--- config.mk ---
export PLATFORM = sky130hd
export DESIGN_NAME = key_debounce_event_fifo
export DESIGN_NICKNAME = d
export VERILOG_FILES = /design/src/hdl/kdf_pkg.sv /design/src/hdl/kdf_key_seq.sv /design/src/hdl/kdf_event_fifo.sv /design/src/hdl/key_debounce_event_fifo.sv
export SDC_FILE = /design/constraint.sdc
export NUM_CORES = 1
export LEC_CHECK = 0
export CAP_MARGIN = 20
export CORE_UTILIZATION = 40
export CTS_BUF_LIST = sky130_fd_sc_hd__clkbuf_4
export CTS_CLUSTER_DIAMETER = 100
export CTS_CLUSTER_SIZE = 40
export DETAILED_ROUTE_END_ITERATION = 10
export DONT_BUFFER_PORTS = 1
export SYNTH_ARGS = -nofsm -noshare
export SYNTH_HDL_FRONTEND = slang
export SYNTH_HIERARCHICAL = 1
export SYNTH_SLANG_ARGS = --single-unit
--- constraint.sdc ---
create_clock -name i_clk -period 8 [get_ports i_clk]
set_input_delay 1.6 -clock i_clk [delete_from_list [all_inputs] [get_ports i_clk]]
set_output_delay 1.6 -clock i_clk [all_outputs]
set_load 0.02 [all_outputs]
--- src/hdl/kdf_pkg.sv ---
// ============================================================================
// kdf_pkg
// Shared types and constants for the key debounce event FIFO.
// ============================================================================
package kdf_pkg;

    localparam int KEY_COUNT      = 4;
    localparam int KEY_W          = 2;
    localparam int FIFO_DEPTH_DEF = 16;
    localparam int TICK_W         = 8;
    localparam int CFG_IDX_W      = 3;
    localparam int CFG_DATA_W     = 8;

    localparam logic [1:0] PH_IDLE    = 2'd0;
    localparam logic [1:0] PH_FILTER  = 2'd1;
    localparam logic [1:0] PH_PRESSED = 2'd2;
    localparam logic [1:0] PH_LONG    = 2'd3;

    localparam logic [1:0] EV_DOWN   = 2'd0;
    localparam logic [1:0] EV_UP     = 2'd1;
    localparam logic [1:0] EV_LONG   = 2'd2;
    localparam logic [1:0] EV_REPEAT = 2'd3;

    localparam logic [CFG_IDX_W-1:0] REG_ACTIVE_LEVEL = 3'd0;
    localparam logic [CFG_IDX_W-1:0] REG_MASK_KEYS    = 3'd1;
    localparam logic [CFG_IDX_W-1:0] REG_REPEAT_EN    = 3'd2;
    localparam logic [CFG_IDX_W-1:0] REG_LONG_TICKS   = 3'd3;
    localparam logic [CFG_IDX_W-1:0] REG_REPEAT_TICKS = 3'd4;

    typedef struct packed {
        logic                 func;
        logic [KEY_COUNT-1:0] key_levels;
    } t_in_item;

    typedef struct packed {
        logic       event_valid;
        logic [1:0] event_key;
        logic [1:0] event_kind;
    } t_out_item;

    typedef struct packed {
        logic [KEY_COUNT-1:0] active_level_mask;
        logic [KEY_COUNT-1:0] mask_keys;
        logic [KEY_COUNT-1:0] repeat_enable_mask;
        logic [TICK_W-1:0]    long_press_ticks;
        logic [TICK_W-1:0]    repeat_ticks;
    } t_cfg;

    typedef struct packed {
        logic [1:0] key;
        logic [1:0] kind;
    } t_entry;

    typedef struct packed {
        logic   valid;
        t_entry entry;
    } t_push;

endpackage

--- src/hdl/kdf_key_seq.sv ---
// ============================================================================
// kdf_key_seq
// Walks the keys one per cycle through a shared hold-count incrementer and
// compare, updating each key's debounce phase and emitting event pushes.
// ============================================================================
module kdf_key_seq
    import kdf_pkg::*;
(
    input  logic                 i_clk,
    input  logic                 i_rst_n,
    input  logic                 i_start,
    input  logic [KEY_COUNT-1:0] i_levels,
    input  t_cfg                 i_cfg,
    output logic                 o_busy,
    output t_push                o_push
);

    logic                 r_busy;
    logic [KEY_W-1:0]     r_key;
    logic [KEY_COUNT-1:0] r_levels;
    logic [KEY_COUNT-1:0] r_sample;
    logic [1:0]           r_phase [KEY_COUNT];
    logic [TICK_W-1:0]    r_hold  [KEY_COUNT];

    logic [1:0]        cur_phase;
    logic [1:0]        n_phase;
    logic [TICK_W-1:0] n_hold;
    logic [TICK_W-1:0] hold_inc;
    logic [TICK_W-1:0] limit;
    logic              down;
    logic              hit;
    logic              push_v;
    logic [1:0]        push_kind;

    always_comb begin
        cur_phase = r_phase[r_key];
        down      = i_cfg.mask_keys[r_key] ? r_sample[r_key]
                  : (r_levels[r_key] == i_cfg.active_level_mask[r_key]);
        hold_inc  = r_hold[r_key] + TICK_W'(1);
        limit     = (cur_phase == PH_PRESSED) ? i_cfg.long_press_ticks
                                              : i_cfg.repeat_ticks;
        hit       = (hold_inc >= limit);
        n_phase   = cur_phase;
        n_hold    = r_hold[r_key];
        push_v    = 1'b0;
        push_kind = EV_DOWN;
        unique case (cur_phase)
            PH_IDLE: begin
                if (down) n_phase = PH_FILTER;
            end
            PH_FILTER: begin
                if (down) begin
                    n_phase   = PH_PRESSED;
                    n_hold    = '0;
                    push_v    = 1'b1;
                    push_kind = EV_DOWN;
                end else begin
                    n_phase = PH_IDLE;
                end
            end
            PH_PRESSED: begin
                if (!down) begin
                    n_phase   = PH_IDLE;
                    push_v    = 1'b1;
                    push_kind = EV_UP;
                end else if (hit) begin
                    n_phase   = PH_LONG;
                    n_hold    = '0;
                    push_v    = 1'b1;
                    push_kind = EV_LONG;
                end else begin
                    n_hold = hold_inc;
                end
            end
            PH_LONG: begin
                if (!down) begin
                    n_phase   = PH_IDLE;
                    push_v    = 1'b1;
                    push_kind = EV_UP;
                end else if (hit) begin
                    n_hold    = '0;
                    push_v    = i_cfg.repeat_enable_mask[r_key];
                    push_kind = EV_REPEAT;
                end else begin
                    n_hold = hold_inc;
                end
            end
        endcase
    end

    assign o_busy            = r_busy;
    assign o_push.valid      = r_busy && push_v;
    assign o_push.entry.key  = r_key;
    assign o_push.entry.kind = push_kind;

    always_ff @(posedge i_clk) begin
        if (!i_rst_n) begin
            r_busy   <= 1'b0;
            r_key    <= '0;
            r_sample <= '0;
            for (int k = 0; k < KEY_COUNT; k++) begin
                r_phase[k] <= PH_IDLE;
                r_hold[k]  <= '0;
            end
        end else if (r_busy) begin
            r_phase[r_key]  <= n_phase;
            r_hold[r_key]   <= n_hold;
            r_sample[r_key] <= down;
            r_key           <= r_key + KEY_W'(1);
            if (r_key == KEY_W'(KEY_COUNT - 1)) r_busy <= 1'b0;
        end else if (i_start) begin
            r_busy <= 1'b1;
            r_key  <= '0;
        end
    end

    always_ff @(posedge i_clk) begin
        if (i_start && !r_busy) r_levels <= i_levels;
    end

endmodule

--- src/hdl/kdf_event_fifo.sv ---
// ============================================================================
// kdf_event_fifo
// Ring buffer of key events; pushes into a full buffer are dropped.
// ============================================================================
module kdf_event_fifo
    import kdf_pkg::*;
#(
    parameter int FIFO_DEPTH = FIFO_DEPTH_DEF
) (
    input  logic   i_clk,
    input  logic   i_rst_n,
    input  t_push  i_push,
    input  logic   i_pop,
    output logic   o_empty,
    output t_entry o_rd_data
);

    localparam int PTR_W = $clog2(FIFO_DEPTH);
    localparam int CNT_W = $clog2(FIFO_DEPTH + 1);

    t_entry           r_mem [FIFO_DEPTH];
    t_entry           r_rd_data;
    logic [PTR_W-1:0] r_wptr;
    logic [PTR_W-1:0] r_rptr;
    logic [CNT_W-1:0] r_cnt;

    logic do_push;
    logic do_pop;

    assign o_empty   = (r_cnt == '0);
    assign do_push   = i_push.valid && (r_cnt != CNT_W'(FIFO_DEPTH));
    assign do_pop    = i_pop && !o_empty;
    assign o_rd_data = r_rd_data;

    always_ff @(posedge i_clk) begin
        if (do_push) r_mem[r_wptr] <= i_push.entry;
        if (do_pop)  r_rd_data     <= r_mem[r_rptr];
    end

    always_ff @(posedge i_clk) begin
        if (!i_rst_n) begin
            r_wptr <= '0;
            r_rptr <= '0;
            r_cnt  <= '0;
        end else begin
            if (do_push) begin
                r_wptr <= (r_wptr == PTR_W'(FIFO_DEPTH - 1)) ? '0 : r_wptr + PTR_W'(1);
            end
            if (do_pop) begin
                r_rptr <= (r_rptr == PTR_W'(FIFO_DEPTH - 1)) ? '0 : r_rptr + PTR_W'(1);
            end
            if (do_push && !do_pop)      r_cnt <= r_cnt + CNT_W'(1);
            else if (do_pop && !do_push) r_cnt <= r_cnt - CNT_W'(1);
        end
    end

endmodule

--- src/hdl/key_debounce_event_fifo.sv ---
// ============================================================================
// key_debounce_event_fifo
// Debounced key scanner with long-press and repeat events and an event FIFO.
// ============================================================================
// A tick beat (func 0) is handled one key per cycle by a shared hold-count
// incrementer and compare and returns no result. A pop beat (func 1) keeps
// the block busy through the registered FIFO read and the output register
// (only the output register when the FIFO is empty), and while a previous
// result still waits at the output, and returns one result: the oldest
// event, or a beat with event_valid low when the FIFO is empty. Events
// arriving at a full FIFO are dropped. Configuration is written through a
// plain write port; the user must write it only while idle (unchecked).
module key_debounce_event_fifo
    import kdf_pkg::*;
#(
    parameter int FIFO_DEPTH = FIFO_DEPTH_DEF
) (
    input  logic                  i_clk,
    input  logic                  i_rst_n,
    input  logic                  i_in_valid,
    output logic                  o_in_ready,
    input  t_in_item              i_in_data,
    output logic                  o_out_valid,
    input  logic                  i_out_ready,
    output t_out_item             o_out_data,
    input  logic                  i_cfg_we,
    input  logic [CFG_IDX_W-1:0]  i_cfg_idx,
    input  logic [CFG_DATA_W-1:0] i_cfg_data
);

    localparam logic [1:0] ST_IDLE = 2'd0;
    localparam logic [1:0] ST_SCAN = 2'd1;
    localparam logic [1:0] ST_POP  = 2'd2;
    localparam logic [1:0] ST_POPD = 2'd3;

    logic [1:0] r_state;
    t_cfg       r_cfg;
    logic       r_out_valid;
    t_out_item  r_out_data;

    logic   in_beat;
    logic   start;
    logic   seq_busy;
    t_push  push;
    logic   slot_free;
    logic   fifo_empty;
    logic   pop;
    logic   out_load;
    t_entry rd_data;

    assign o_in_ready  = (r_state == ST_IDLE);
    assign in_beat     = i_in_valid && o_in_ready;
    assign start       = in_beat && !i_in_data.func;
    assign slot_free   = !r_out_valid || i_out_ready;
    assign pop         = (r_state == ST_POP) && slot_free && !fifo_empty;
    assign out_load    = ((r_state == ST_POP) && slot_free && fifo_empty)
                       || (r_state == ST_POPD);
    assign o_out_valid = r_out_valid;
    assign o_out_data  = r_out_data;

    kdf_key_seq u_seq (
        .i_clk    (i_clk),
        .i_rst_n  (i_rst_n),
        .i_start  (start),
        .i_levels (i_in_data.key_levels),
        .i_cfg    (r_cfg),
        .o_busy   (seq_busy),
        .o_push   (push)
    );

    kdf_event_fifo #(
        .FIFO_DEPTH (FIFO_DEPTH)
    ) u_fifo (
        .i_clk     (i_clk),
        .i_rst_n   (i_rst_n),
        .i_push    (push),
        .i_pop     (pop),
        .o_empty   (fifo_empty),
        .o_rd_data (rd_data)
    );

    always_ff @(posedge i_clk) begin
        if (!i_rst_n) begin
            r_cfg.active_level_mask  <= KEY_COUNT'(8);
            r_cfg.mask_keys          <= '0;
            r_cfg.repeat_enable_mask <= KEY_COUNT'(15);
            r_cfg.long_press_ticks   <= TICK_W'(50);
            r_cfg.repeat_ticks       <= TICK_W'(5);
        end else if (i_cfg_we) begin
            unique case (i_cfg_idx)
                REG_ACTIVE_LEVEL: r_cfg.active_level_mask  <= i_cfg_data[KEY_COUNT-1:0];
                REG_MASK_KEYS:    r_cfg.mask_keys          <= i_cfg_data[KEY_COUNT-1:0];
                REG_REPEAT_EN:    r_cfg.repeat_enable_mask <= i_cfg_data[KEY_COUNT-1:0];
                REG_LONG_TICKS:   r_cfg.long_press_ticks   <= i_cfg_data[TICK_W-1:0];
                REG_REPEAT_TICKS: r_cfg.repeat_ticks       <= i_cfg_data[TICK_W-1:0];
                default: ;
            endcase
        end
    end

    always_ff @(posedge i_clk) begin
        if (!i_rst_n) begin
            r_state     <= ST_IDLE;
            r_out_valid <= 1'b0;
        end else begin
            if (out_load) r_out_valid <= 1'b1;
            else if (r_out_valid && i_out_ready) r_out_valid <= 1'b0;
            unique case (r_state)
                ST_IDLE: begin
                    if (in_beat) r_state <= i_in_data.func ? ST_POP : ST_SCAN;
                end
                ST_SCAN: begin
                    if (!seq_busy) r_state <= ST_IDLE;
                end
                ST_POP: begin
                    if (slot_free) begin
                        if (fifo_empty) begin
                            r_out_data <= '0;
                            r_state    <= ST_IDLE;
                        end else begin
                            r_state <= ST_POPD;
                        end
                    end
                end
                ST_POPD: begin
                    r_out_data.event_valid <= 1'b1;
                    r_out_data.event_key   <= rd_data.key;
                    r_out_data.event_kind  <= rd_data.kind;
                    r_state                <= ST_IDLE;
                end
            endcase
        end
    end

endmodule
==> results.md <==
* Clk root buf: clkbuf_4
* Row Count at 51
* Worst slew pin tran at 0.982 ns
* Fin nets at 669
* Simple-Gate Fraction of Synth Area at 14.5%
* GRT Util Overall at 16.7%
* Post-Synth Adder-Cell Area at 3.88%
* Wirelength, routed at 16100 um
* Post-synth top area cell: edfxtp_1
* Startpoint Class: register
* Initial core utilization at 40.7%
* Period minus WS final at 5.43 ns
* RR Endpoint: u_fifo/r_cnt[4]
* CTS Buf Count at 17
* Largest net degree at the start of global routing at 73
* Asr flop ratio synth at 0%
* Syn_nets at 677
* Initial antenna violation count at 1
* P_leak at 0.00286 uW
* Reg2reg setup slack at 2.57 ns
* Top FF cell, synth: edfxtp_1
* Peak VDD IR at between 0.0001 and 0.00015 V
* Slew margin rel. at 33.6%
* Status: complete, no violations
* CP Depth at 20
* Gates resized, CTS repair at 0
* CTS clock-pin slew for the worst setup and hold paths at between 0.1 and 0.15 ns
* Io pins at 28
* Final setup viols at 0
* Number of vias in the routed layout at 4824
* Register area at 4570 um2
* Worst Path Buf+Inv at 3
* Post-synthesis mux area share at 11.7%
* WS Path Type: register to register
* Die area at 20400 um2
* Routability cong. at 0.774
* Period utilization at 67.9%
* Worst Hold Class: register to register
* Hold Buf Count CTS at 0
* P per Cell Area at about 200 nW/um2
* Sequential area share after synthesis at 57.7%
* Hold_sp: u_seq/r_sample[2]
* Tot Pwr at around 1700 uW
* Hold Vio Cnt, Final at 0
* Die Height at 143 um
* Crit path max fanout at 12
* Gr ovfl total at 0
* Post-synth EDFFs at 117
* Core area at 19500 um2
* Crit path arrival time at between 5 and 6 ns
* Final Util at 43.6%
* RSZ-0062 raised after global routing: no
* Yosys warnings at 6
* Setup crit end kind: register
* Number of routed nets with antenna violations at 0
* Synth Area in Compound Gates at 8.02%
* Final HPWL DP at 11100 um
* CTS sink cnt at 170
* CP Cell Sequence: mux4_2 > nor2_2 > mux2_2 > ha_1 > nand2b_1 > a21oi_1 > o31ai_1 > buf_4 > o21ai_0 > a21o_1 > a21oi_1 > o21ai_4 > inv_4 > ha_1 > inv_1 > ha_1 > a21oi_1 > a211oi_1 > a31oi_1 > mux2i_1
* Vias/cell at 5.34
* Xor/xnor share of the synthesized area at 1.44%
* Post-synth top cells: 117 x edfxtp_1, 66 x nand2_1, 53 x dfxtp_1
* WHS Endpoint: u_seq/r_sample[2]
* CTS tree: yes
* Synth Instances at 632
* Fmax at 0.184 GHz
* First-pass DRT Iterations at 5
* Bufs on Longest Clock Path at 2
* Max Cap Violations at 0
* Die Wd at 143 um
* First-pass GRT wire length at between 20000 and 30000 um
* Post-Syn Area at 7920 um2
* Pins Over Slew Limit at 0
* # DRC at 0
* Clock Skews at between 0.03 and 0.04 ns
* Slowest CP cell: dfxtp_1
* Setup bufs post-CTS at 0
* R2R depth at 20
* Top cell type's share of synthesized area at 44.3%
* Clock Latency Late Sink at 0.57 ns
* Critical path's largest stage delay at 0.74 ns
* Iter 0 DRT Violations at 372
* Seq cells post-synth at 170
* Vias in the first global route at 4727
* Top-count cell post-synth: edfxtp_1
* CP top delay family: compound AO/OA/AOI/OAI gates
* Netlist cell types at 70
* Syn avg cell area at 12.5 um2
* Port Buffers at 0
* Share of post-route cells with drive strength above 1 at a little over an eighth
* H-tree depth reported by CTS at 4
* Largest family of logic cells by synthesized area: simple AND/OR/NAND/NOR gates
* Synth top area cells: edfxtp_1 44%, dfxtp_1 13%, mux4_2 6.0%, mux2i_1 4.5%, ha_1 3.6%
* Area of the multi-input gates at around 3100 um2
* Area Overhead vs Synth at 7.00%
* CP required at 8.50 ns
* Fill count at 1771
* Wire length per cell at 17.8 um
* Post-route setup TNS at 0 ns
* Hold Crit Depth at 2
report_power, final:
| group | internal (uW) | switching [uW] |
|---|---|---|
| clock | 229 | 303 |
| combinational | 65.2 | 104 |
| sequential | 962 | 19.4 |
| total | 1260 | 427 |
cells in the final DEF, fill, tap and decap left out, types with 13 or more instances in the layout:
cell,instances
dfxtp_1,53
clkbuf_4,19
nor2_1,49
edfxtp_1,117
nand2_1,66
a21oi_1,13
inv_1,16
mux4_2,21
ha_1,23
nand3_1,24
mux2i_1,36
and2_1,19
nor2b_1,16
o21ai_0,15
per-stage QoR:
stage	instance area [um2]	instances	hold slack [ns]	worst slack (ns)
detailed placement	8140	867	0.457	2.60
global route	8480	903	0.504	2.16
finish	8480	903	0.477	2.57
floorplan	7920	632	0.436	3.11
CTS	8440	899	0.483	2.55
global placement	8140	867	0.448	2.82
per-layer routing:
| metal | global-route usage [%] | wire length (um) | up-vias |
|---|---|---|---|
| li1 | - | - | 2329 |
| met1 | 22.0 | 7540 | 2377 |
| met4 | 4.87 | 131 | 0 |
| met2 | 27.2 | 7750 | 105 |
| met5 | 0 | 0 | - |
| met3 | 4.16 | 695 | 13 |
sequential cells by signal, summed over array words and instances (netlist names), 5 cells and up, named ones only:
register	cells
o_out_data	5
r_cfg	28
u_fifo/r_cnt	5
u_fifo/r_mem	64
u_seq/r_hold	32
u_seq/r_phase	8
layout make-up:
cell class | instances | area share [%]
Clock inverter | 13 | 1.95
Clock buffer | 19 | 1.68
Timing Repair Buffer | 8 | 0.826
Multi-Input combinational cell | 411 | 36.9
Antenna cell | 1 | 0.0295
Inverter | 16 | 0.738
Tap cell | 265 | 3.91
Sequential cell | 170 | 54.0
kinds of logic after synthesis:
family | Yosys count
xor gates and xnor gates | 13
and+or+nand+nor | 220
AOI/OAI and AO/OA | 89
buffers and inverters | 51
adders and majority gates | 24
muxes | 65
DFF | 170
worst register-to-register path, stage by stage (launching register included):
cell	delay, ns
dfxtp_1	0.74
mux4_2	0.66
nor2_2	0.48
mux2_2	0.41
ha_1	0.27
nand2b_1	0.09
a21oi_1	0.06
o31ai_1	0.22
buf_4	0.23
o21ai_0	0.11
a21o_1	0.19
a21oi_1	0.24
o21ai_4	0.16
inv_4	0.11
ha_1	0.20
inv_1	0.12
ha_1	0.34
a21oi_1	0.22
a211oi_1	0.12
a31oi_1	0.21
mux2i_1	0.19
how the worst max path moves through the flow:
stage,end
final,u_fifo/r_cnt[4]
after global routing,u_fifo/r_cnt[4]
after CTS,u_fifo/r_cnt[4]
after detailed placement,u_fifo/r_cnt[4]
after global placement,u_fifo/r_cnt[4]
after floorplan,u_fifo/r_cnt[4]
(Power assumes the default switching activity.)
